### src/rtl/core/integer_to_radix_digits_top_macros.svh
// Assertion macros shared by the integer-to-radix-digits RTL.
`ifndef INTEGER_TO_RADIX_DIGITS_TOP_MACROS_SVH
`define INTEGER_TO_RADIX_DIGITS_TOP_MACROS_SVH

// Same-cycle implication, sampled on clk and disabled while rst_n is low.
`define ITRD_ASSERT_IMP(lbl, ante, cons) \
  lbl: assert property (@(posedge clk) disable iff (!rst_n) (ante) |-> (cons)) \
    else $error("itrd assertion failed");

// Next-cycle implication, sampled on clk and disabled while rst_n is low.
`define ITRD_ASSERT_NXT(lbl, ante, cons) \
  lbl: assert property (@(posedge clk) disable iff (!rst_n) (ante) |=> (cons)) \
    else $error("itrd assertion failed");

`endif

### src/rtl/core/itrd_pkg.sv
// Types, constants and the digit glyph function of the radix conversion block.
package itrd_pkg;

  localparam int VALUE_W        = 31;
  localparam int RADIX_W        = 5;
  localparam int DIGIT_W        = 4;
  localparam int CHAR_W         = 7;
  localparam int STEP_W         = $clog2(VALUE_W);
  localparam int MAX_DIGITS_DEF = 32;

  localparam logic [RADIX_W-1:0] RADIX_RESET = RADIX_W'(16);
  localparam logic [RADIX_W-1:0] RADIX_MIN   = RADIX_W'(2);
  localparam logic [RADIX_W-1:0] RADIX_MAX   = RADIX_W'(16);

  localparam logic [DIGIT_W-1:0] DIGIT_TEN  = DIGIT_W'(10);
  localparam logic [CHAR_W-1:0]  CHAR_ZERO  = CHAR_W'(8'h30);
  localparam logic [CHAR_W-1:0]  CHAR_ALPHA = CHAR_W'(8'h41);

  // Request from the sequencer to the divider.
  typedef struct packed {
    logic               start;
    logic [VALUE_W-1:0] dividend;
    logic [RADIX_W-1:0] divisor;
  } div_ctrl_t;

  // Status from the divider back to the sequencer.
  typedef struct packed {
    logic busy;
    logic done;
  } div_stat_t;

  // ASCII glyph of one digit: '0'-'9', then 'A'-'F'.
  function automatic logic [CHAR_W-1:0] digit_glyph(input logic [DIGIT_W-1:0] d);
    logic [CHAR_W-1:0] c;
    if (d < DIGIT_TEN) begin
      c = CHAR_ZERO + CHAR_W'(d);
    end else begin
      c = CHAR_ALPHA + CHAR_W'(d - DIGIT_TEN);
    end
    return c;
  endfunction

endpackage

### src/rtl/core/itrd_ram.sv
// Generic single-write, single-read RAM with registered read data.
module itrd_ram #(
  parameter int WIDTH = 4,
  parameter int DEPTH = 32
) (
  input  logic                     clk,
  input  logic                     we,
  input  logic [$clog2(DEPTH)-1:0] waddr,
  input  logic [WIDTH-1:0]         wdata,
  input  logic                     re,
  input  logic [$clog2(DEPTH)-1:0] raddr,
  output logic [WIDTH-1:0]         rdata
);

  logic [WIDTH-1:0] mem [DEPTH];
  logic [WIDTH-1:0] rdata_r;

  // Write port and registered read port.
  always_ff @(posedge clk) begin
    if (we) begin
      mem[waddr] <= wdata;
    end
    if (re) begin
      rdata_r <= mem[raddr];
    end
  end

  assign rdata = rdata_r;

endmodule

### src/rtl/core/itrd_divider.sv
// Bit-serial restoring divider: one quotient bit per cycle by a small radix.
module itrd_divider
(
  input  logic                                clk,
  input  logic                                rst_n,
  input  itrd_pkg::div_ctrl_t                 ctrl,
  output itrd_pkg::div_stat_t                 stat,
  output logic [itrd_pkg::VALUE_W-1:0]        quotient,
  output logic [itrd_pkg::DIGIT_W-1:0]        remainder
);
  import itrd_pkg::*;

  logic [VALUE_W-1:0] dvd_r, dvd_nxt;
  logic [DIGIT_W-1:0] rem_r, rem_nxt;
  logic [RADIX_W-1:0] dsr_r, dsr_nxt;
  logic [STEP_W-1:0]  step_r, step_nxt;
  logic               busy_r, busy_nxt;
  logic               done_r, done_nxt;
  logic [RADIX_W-1:0] trial;
  logic               fits;

  // One restoring step: shift in the next dividend bit and try a subtract.
  // The remainder stays below the divisor, so it fits in one digit.
  assign trial = {rem_r, dvd_r[VALUE_W-1]};
  assign fits  = (trial >= dsr_r);

  always_comb begin
    dvd_nxt  = dvd_r;
    rem_nxt  = rem_r;
    dsr_nxt  = dsr_r;
    step_nxt = step_r;
    busy_nxt = busy_r;
    done_nxt = 1'b0;
    if (ctrl.start) begin
      dvd_nxt  = ctrl.dividend;
      rem_nxt  = '0;
      dsr_nxt  = ctrl.divisor;
      step_nxt = STEP_W'(VALUE_W - 1);
      busy_nxt = 1'b1;
    end else if (busy_r) begin
      dvd_nxt = {dvd_r[VALUE_W-2:0], fits};
      rem_nxt = fits ? DIGIT_W'(trial - dsr_r) : DIGIT_W'(trial);
      if (step_r == '0) begin
        busy_nxt = 1'b0;
        done_nxt = 1'b1;
      end else begin
        step_nxt = step_r - 1'b1;
      end
    end
  end

  // Control state.
  always_ff @(posedge clk) begin
    if (!rst_n) begin
      busy_r <= 1'b0;
      done_r <= 1'b0;
    end else begin
      busy_r <= busy_nxt;
      done_r <= done_nxt;
    end
  end

  // Datapath registers.
  always_ff @(posedge clk) begin
    dvd_r  <= dvd_nxt;
    rem_r  <= rem_nxt;
    dsr_r  <= dsr_nxt;
    step_r <= step_nxt;
  end

  assign stat.busy = busy_r;
  assign stat.done = done_r;
  assign quotient  = dvd_r;
  assign remainder = rem_r;

endmodule

### src/rtl/core/integer_to_radix_digits_top.sv
// Top level of the integer to radix digit string converter.
//
// Usage: write the radix (2..16; 0 and 1 act as 2, 17..31 act as 16) on
// cfg_wr_en/cfg_wr_data while no conversion is in progress. Each item on
// the in_ stream is a 31-bit non-negative value. For each item the out_
// stream carries its ASCII digits, most significant first, one item per
// character, with out_tlast on the final digit. Zero gives a single '0'.
// Conversion divides the value by the radix repeatedly in one shared
// bit-serial divider, and each remainder is stored as a digit in a small
// RAM. The digits are then read back through its registered read port,
// one character at a time, alternating a read state and a load state.
// in_tready is high again once the last character sits in the output
// register. in_tready is high only while the block is idle; one item is
// converted at a time. The output register holds a character until
// out_tready takes it, and the sequencer waits meanwhile. Reset sets the
// radix to 16 and returns the block to idle with the output empty.
module integer_to_radix_digits_top #(
  parameter int MAX_DIGITS = itrd_pkg::MAX_DIGITS_DEF
) (
  input  logic                         clk,
  input  logic                         rst_n,
  // in_tdata: [30:0] value, [31] zero pad
  input  logic                         in_tvalid,
  output logic                         in_tready,
  input  logic [31:0]                  in_tdata,
  // out_tdata: [6:0] digit_char, [7] zero pad
  output logic                         out_tvalid,
  input  logic                         out_tready,
  output logic [7:0]                   out_tdata,
  output logic                         out_tlast,
  input  logic                         cfg_wr_en,
  input  logic [itrd_pkg::RADIX_W-1:0] cfg_wr_data
);
  import itrd_pkg::*;

  `include "integer_to_radix_digits_top_macros.svh"

  localparam int CNT_W  = $clog2(MAX_DIGITS + 1);
  localparam int ADDR_W = $clog2(MAX_DIGITS);

  typedef enum logic [3:0] {
    S_IDLE = 4'b0001,
    S_DIV  = 4'b0010,
    S_READ = 4'b0100,
    S_LOAD = 4'b1000
  } state_t;

  state_t             state_r, state_nxt;
  logic [RADIX_W-1:0] radix_r;
  logic [RADIX_W-1:0] eff_radix;
  logic [CNT_W-1:0]   count_r, count_nxt;
  logic [ADDR_W-1:0]  pos_r, pos_nxt;
  logic               out_valid_r, out_valid_nxt;
  logic [CHAR_W-1:0]  out_char_r, out_char_nxt;
  logic               out_last_r, out_last_nxt;

  div_ctrl_t          div_ctrl;
  div_stat_t          div_stat;
  logic [VALUE_W-1:0] div_quot;
  logic [DIGIT_W-1:0] div_rem;

  logic               ram_we;
  logic               ram_re;
  logic [DIGIT_W-1:0] ram_rdata;
  logic               in_fire;
  logic               slot_free;

  // Radix register; out-of-range settings clamp to the nearest legal radix.
  always_ff @(posedge clk) begin
    if (!rst_n) begin
      radix_r <= RADIX_RESET;
    end else if (cfg_wr_en) begin
      radix_r <= cfg_wr_data;
    end
  end

  always_comb begin
    priority if (radix_r < RADIX_MIN) begin
      eff_radix = RADIX_MIN;
    end else if (radix_r > RADIX_MAX) begin
      eff_radix = RADIX_MAX;
    end else begin
      eff_radix = radix_r;
    end
  end

  assign in_tready = (state_r == S_IDLE);
  assign in_fire   = in_tvalid && in_tready;
  assign slot_free = !out_valid_r || out_tready;

  // Sequencer: divide until the quotient is zero or MAX_DIGITS digits are stored, then read digits back.
  always_comb begin
    state_nxt         = state_r;
    count_nxt         = count_r;
    pos_nxt           = pos_r;
    out_valid_nxt     = out_valid_r && !out_tready;
    out_char_nxt      = out_char_r;
    out_last_nxt      = out_last_r;
    div_ctrl.start    = 1'b0;
    div_ctrl.dividend = in_tdata[VALUE_W-1:0];
    div_ctrl.divisor  = eff_radix;
    ram_we            = 1'b0;
    ram_re            = 1'b0;
    unique case (state_r)
      S_IDLE: begin
        if (in_fire) begin
          div_ctrl.start = 1'b1;
          count_nxt      = '0;
          state_nxt      = S_DIV;
        end
      end
      S_DIV: begin
        if (div_stat.done) begin
          ram_we    = 1'b1;
          count_nxt = count_r + 1'b1;
          if ((div_quot == '0) || (count_nxt == CNT_W'(MAX_DIGITS))) begin
            pos_nxt   = count_r[ADDR_W-1:0];
            state_nxt = S_READ;
          end else begin
            div_ctrl.start    = 1'b1;
            div_ctrl.dividend = div_quot;
          end
        end
      end
      S_READ: begin
        ram_re    = 1'b1;
        state_nxt = S_LOAD;
      end
      S_LOAD: begin
        if (slot_free) begin
          out_valid_nxt = 1'b1;
          out_char_nxt  = digit_glyph(ram_rdata);
          out_last_nxt  = (pos_r == '0);
          if (pos_r == '0) begin
            state_nxt = S_IDLE;
          end else begin
            pos_nxt   = pos_r - 1'b1;
            state_nxt = S_READ;
          end
        end
      end
      default: begin
        state_nxt = S_IDLE;
      end
    endcase
  end

  // Control state.
  always_ff @(posedge clk) begin
    if (!rst_n) begin
      state_r     <= S_IDLE;
      count_r     <= '0;
      out_valid_r <= 1'b0;
    end else begin
      state_r     <= state_nxt;
      count_r     <= count_nxt;
      out_valid_r <= out_valid_nxt;
    end
  end

  // Payload registers.
  always_ff @(posedge clk) begin
    pos_r      <= pos_nxt;
    out_char_r <= out_char_nxt;
    out_last_r <= out_last_nxt;
  end

  // Shared bit-serial divider.
  itrd_divider u_divider (
    .clk       (clk),
    .rst_n     (rst_n),
    .ctrl      (div_ctrl),
    .stat      (div_stat),
    .quotient  (div_quot),
    .remainder (div_rem)
  );

  // Digit store, least significant digit at address zero.
  itrd_ram #(
    .WIDTH (DIGIT_W),
    .DEPTH (MAX_DIGITS)
  ) u_digit_store (
    .clk   (clk),
    .we    (ram_we),
    .waddr (count_r[ADDR_W-1:0]),
    .wdata (div_rem),
    .re    (ram_re),
    .raddr (pos_r),
    .rdata (ram_rdata)
  );

  assign out_tvalid = out_valid_r;
  assign out_tdata  = {1'b0, out_char_r};
  assign out_tlast  = out_last_r;

  // Checks on the sequencer and divider handoff.
  `ITRD_ASSERT_IMP(a_done_only_in_div, div_stat.done, state_r == S_DIV)
  `ITRD_ASSERT_NXT(a_accept_starts_div, in_fire, div_stat.busy && (state_r == S_DIV))
  `ITRD_ASSERT_IMP(a_count_bounded, 1'b1, count_r <= CNT_W'(MAX_DIGITS))
  `ITRD_ASSERT_NXT(a_load_fills_output, (state_r == S_LOAD) && slot_free, out_valid_r)

endmodule
### config.mk
export PLATFORM = sky130hd
export DESIGN_NAME = integer_to_radix_digits_top
export DESIGN_NICKNAME = d
export VERILOG_FILES = /design/src/rtl/core/itrd_pkg.sv /design/src/rtl/core/itrd_ram.sv /design/src/rtl/core/itrd_divider.sv /design/src/rtl/core/integer_to_radix_digits_top.sv
export VERILOG_INCLUDE_DIRS = /design/src /design/src/rtl/core
export SDC_FILE = /design/constraint.sdc
export NUM_CORES = 1
export LEC_CHECK = 0
export ABC_AREA = 1
export BUFFER_PORTS_ARGS = -buffer_cell sky130_fd_sc_hd__buf_2
export CAP_MARGIN = 0
export CORE_UTILIZATION = 55
export DETAILED_ROUTE_END_ITERATION = 12
export PLACE_DENSITY_LB_ADDON = 0.3
export SLEW_MARGIN = 5
export SYNTH_ARGS = -nofsm -noshare
export SYNTH_HDL_FRONTEND = slang
export SYNTH_HIERARCHICAL = 1
export SYNTH_SLANG_ARGS = --single-unit
### constraint.sdc
create_clock -name clk -period 6.4 [get_ports clk]
set_input_delay 1.28 -clock clk [delete_from_list [all_inputs] [get_ports clk]]
set_output_delay 1.28 -clock clk [all_outputs]
set_load 0.02 [all_outputs]
==> impl_metrics.prom <==
# TYPE chip_impl_metric gauge
chip_impl_info{name="worstReg2RegStart",value="count_r[0]$_SDFFE_PN0P_"} 1
chip_impl_metric{name="synth.net_count",unit=""} 1101
chip_impl_info{name="crit_path_cell_chain",value="ha_1 > nand2_2 > clkinv_1 > nand3b_1 > nand2_1 > nor2_2 > nand2_2 > nand3_4 > nand2_1 > buf_4 > clkinv_1 > nor2_1 > a31oi_1"} 1
chip_impl_metric{name="numClockSinks",unit=""} 208
chip_impl_metric{name="antenna_left",unit=""} 0
chip_impl_metric{name="syn-cell-area",unit="mm²"} 0.00997
chip_impl_metric{name="rr_worst_depth",unit=""} 13
chip_impl_metric{name="cts_post_setup_buffers_inserted",unit=""} 0
chip_impl_metric{name="port_buffers",unit=""} 50
chip_impl_metric{name="fillerInstances",unit=""} 1413
chip_impl_metric{name="synthesis.instances",unit=""} 1044
chip_impl_metric{name="cts-htree-levels",unit=""} 1
chip_impl_metric{name="largest_voltage_drop_on_the_vdd_net",unit="mV"} 0.235
chip_impl_metric{name="fin_crit_sh",unit=""} 0.646
chip_impl_metric{name="final_layout_size_suffix_gt1_frac",unit=""} 0.128
chip_impl_metric{name="timing.final.ws_setup",unit="ps"} 2260
chip_impl_metric{name="layout.area.seq",unit="mm²"} 0.00598
chip_impl_metric{name="core_area",unit="mm²"} 0.0175
chip_impl_metric{name="cp_max_fo",unit=""} 63
chip_impl_info{name="outcome",value="complete, no violations"} 1
chip_impl_metric{name="synth.yosys.warnings",unit=""} 6
chip_impl_metric{name="grt.overflow.total",unit=""} 0
chip_impl_metric{name="maxSlewHeadroom",unit=""} 0.252
chip_impl_metric{name="post_cts_hold_buffer_count",unit=""} 0
chip_impl_metric{name="grt_first_pass_wirelength",unit="µm"} 33100
chip_impl_metric{name="finalSetupViolCount",unit=""} 0
chip_impl_metric{name="nets",unit=""} 1140
chip_impl_metric{name="totalNegativeSetupSlack",unit="ps"} 0
chip_impl_metric{name="layout_min_cycle_time",unit="ps"} 4140
chip_impl_metric{name="finalMaxSlewViolations",unit=""} 0
chip_impl_metric{name="worstPathRequired",unit="ps"} 6610
chip_impl_metric{name="antenna_cells_inserted",unit=""} 0
chip_impl_metric{name="via_count",unit=""} 7190
chip_impl_metric{name="wl_per_cell",unit="µm"} 15.2
chip_impl_metric{name="leakagePower",unit="nW"} 4.55
chip_impl_metric{name="dieArea",unit="mm²"} 0.0187
chip_impl_metric{name="reg2reg_slack",unit="ps"} 2260
chip_impl_metric{name="ctsResizeCount",unit=""} 0
chip_impl_info{name="cts-root-buf",value="clkbuf_16"} 1
chip_impl_metric{name="gr-usage-all-layers",unit=""} 0.228
chip_impl_metric{name="detail_route.iter0.violations",unit=""} 590
chip_impl_metric{name="report.final.hold_viol_count",unit=""} 0
chip_impl_metric{name="clock_tree.buffer_depth",unit=""} 3
chip_impl_info{name="crit_path_end_kind",value="register"} 1
chip_impl_metric{name="starting_density_of_the_core",unit=""} 0.571
chip_impl_metric{name="maximum_number_of_pins_on_one_net_before_global_route_repair",unit=""} 65
chip_impl_info{name="cpMaxStageDelayCell",value="clkinv_1"} 1
chip_impl_info{name="tritoncts",value="done"} 1
chip_impl_info{name="unrepaired_setup_endpoints_after_global_routing",value="false"} 1
chip_impl_metric{name="worstMarginPinSlew",unit="ps"} 1120
chip_impl_metric{name="area_growth",unit="%"} 8.71
chip_impl_metric{name="whs_path_depth",unit=""} 0
chip_impl_metric{name="detailed_router_iteration_count_before_antenna_repair",unit=""} 4
chip_impl_metric{name="cts_clock_pin_slew_for_the_worst_setup_and_hold_paths",unit="ps"} 60
chip_impl_metric{name="place_ws",unit="ps"} 2230
chip_impl_metric{name="ios",unit=""} 53
chip_impl_metric{name="multi_input_area",unit="mm²"} 0.00333
chip_impl_metric{name="drcViolationCount",unit=""} 0
chip_impl_metric{name="grt_antenna_before_repair",unit=""} 0
chip_impl_metric{name="max_cap_viol_count",unit=""} 0
chip_impl_metric{name="worstSkewPairLatency",unit="ps"} 490
chip_impl_info{name="timing.hold.worst_endpoint",value="u_divider/dsr_r[4]$_DFFE_PP_"} 1
chip_impl_metric{name="critical_path_arrival",unit="ps"} 4350
chip_impl_metric{name="place_hpwl",unit="µm"} 12500
chip_impl_metric{name="power.density_cell_area",unit="mW/mm²"} 368
chip_impl_metric{name="num_rows",unit=""} 48
chip_impl_metric{name="timing.clock.skew",unit="ps"} 12.3
chip_impl_metric{name="syn-mean-instance-area",unit="µm²"} 9.55
chip_impl_metric{name="globalplace.congestion",unit=""} 0.864
chip_impl_info{name="critical_path.reg2reg.endpoint",value="u_divider/quotient[0]$_DFFE_PP_"} 1
chip_impl_info{name="timing.hold.worst.class",value="register to register"} 1
chip_impl_info{name="cp-start-kind",value="register"} 1
chip_impl_metric{name="detail_route.vias_per_cell",unit=""} 5.44
chip_impl_info{name="holdCritStartpoint",value="radix_r[4]$_SDFFE_PN1P_"} 1
chip_impl_metric{name="cts_made_buffers",unit=""} 21
chip_impl_metric{name="first_global_vias",unit=""} 6797
chip_impl_metric{name="die_width",unit="µm"} 137
chip_impl_metric{name="die_y",unit="µm"} 137
chip_impl_metric{name="achievable-frequency",unit="MHz"} 242
chip_impl_metric{name="critPathMaxStageDelay",unit="ps"} 920
chip_impl_metric{name="postRouteWirelength",unit="µm"} 20100
chip_impl_info{name="worst-setup-path-type",value="register to register"} 1
[per-layer routing]
layer	wire, µm	global-route usage	up-vias
li1	-	-	3548
met1	8650	0.302	3366
met2	9710	0.384	228
met3	1150	0.0319	48
met4	605	0.0802	0
met5	0	0	-
[state kept, by name, summed over array words and instances, names as in the netlist]
register / cells
count_r: 6
out_char_r: 7
out_tlast: 1
out_tvalid: 1
pos_r: 5
radix_r: 5
state_r: 4
u_digit_store/mem: 128
u_digit_store/rdata: 4
u_divider/busy_r: 1
u_divider/done_r: 1
u_divider/dsr_r: 5
u_divider/quotient: 31
u_divider/remainder: 4
u_divider/step_r: 5
[worst max-delay path by stage]
stage / startpoint / to / slack [ps] / depth (start not counted)
2_1_floorplan: count_r[0]$_SDFFE_PN0P_ / u_divider/quotient[0]$_DFFE_PP_ / 3590 / 13
3_3_place_gp: count_r[0]$_SDFFE_PN0P_ / u_divider/quotient[0]$_DFFE_PP_ / 2340 / 13
3_5_place_dp: count_r[0]$_SDFFE_PN0P_ / u_divider/quotient[0]$_DFFE_PP_ / 2230 / 13
4_1_cts: count_r[0]$_SDFFE_PN0P_ / u_divider/quotient[0]$_DFFE_PP_ / 2210 / 13
5_1_grt: count_r[0]$_SDFFE_PN0P_ / u_divider/quotient[0]$_DFFE_PP_ / 1760 / 13
6_report: count_r[0]$_SDFFE_PN0P_ / u_divider/quotient[0]$_DFFE_PP_ / 2260 / 13
[power breakdown]
| group | switching, mW | total, mW | internal [mW] |
|---|---|---|---|
| clock network | 0.483 | 1.10 | 0.617 |
| logic | 0.667 | 0.953 | 0.287 |
| registers | 0.131 | 1.94 | 1.81 |
| total | 1.28 | 3.99 | 2.71 |
[area by class of cell]
cell class | count | area share
Clock buffer | 30 | 0.0525
Timing Repair Buffer | 59 | 0.0293
Inverter | 89 | 0.0308
Sequential cell | 208 | 0.551
Clock inverter | 7 | 0.00300
Tap cell | 225 | 0.0260
Multi-Input combinational cell | 704 | 0.307
[layout by cell type (no fill, tap or decap), types with 2 or more instances in the layout]
cell type  count
nand3b_1       3
nor2_2         2
dfxtp_1       27
o21ai_0       21
o21ai_2       31
edfxtp_1     181
clkbuf_1       8
nor3_1         3
clkbuf_16     21
buf_4          9
nand3_2        5
buf_2         50
inv_2          3
xnor2_1        2
nand4_1        4
nand2_1      360
ha_1          14
inv_1         84
clkinv_2       5
nand2_2        7
clkinv_1       4
nor2_1        81
o21ai_1        3
nand3_1      128
xor2_1         4
a21oi_1       22
nor2_4         2
[worst max-delay path: cells and delay by family, from the launching register on]
family          cells  cell delay, ps
compound gates      1              70
fa+ha+maj           1             240
buf+inv             3            1440
flops               1             500
simple gates        8            1600
[stage by stage]
| step | instance area, µm² | instances | util | power, mW | hold WS (ps) |
|---|---|---|---|---|---|
| after floorplan | 9970 | 1044 | - | 2.65 | 440 |
| after detailed placement | 10200 | 1285 | 0.586 | 2.92 | 450 |
| after CTS | 10800 | 1322 | 0.620 | 4.02 | 464 |
| final | 10800 | 1322 | 0.620 | 3.99 | 466 |
| after global placement | 10200 | 1285 | 0.586 | 2.88 | 449 |
| after global routing | 10800 | 1322 | 0.620 | 4.22 | 481 |
No activity file was read; power rests on OpenSTA's default activity.
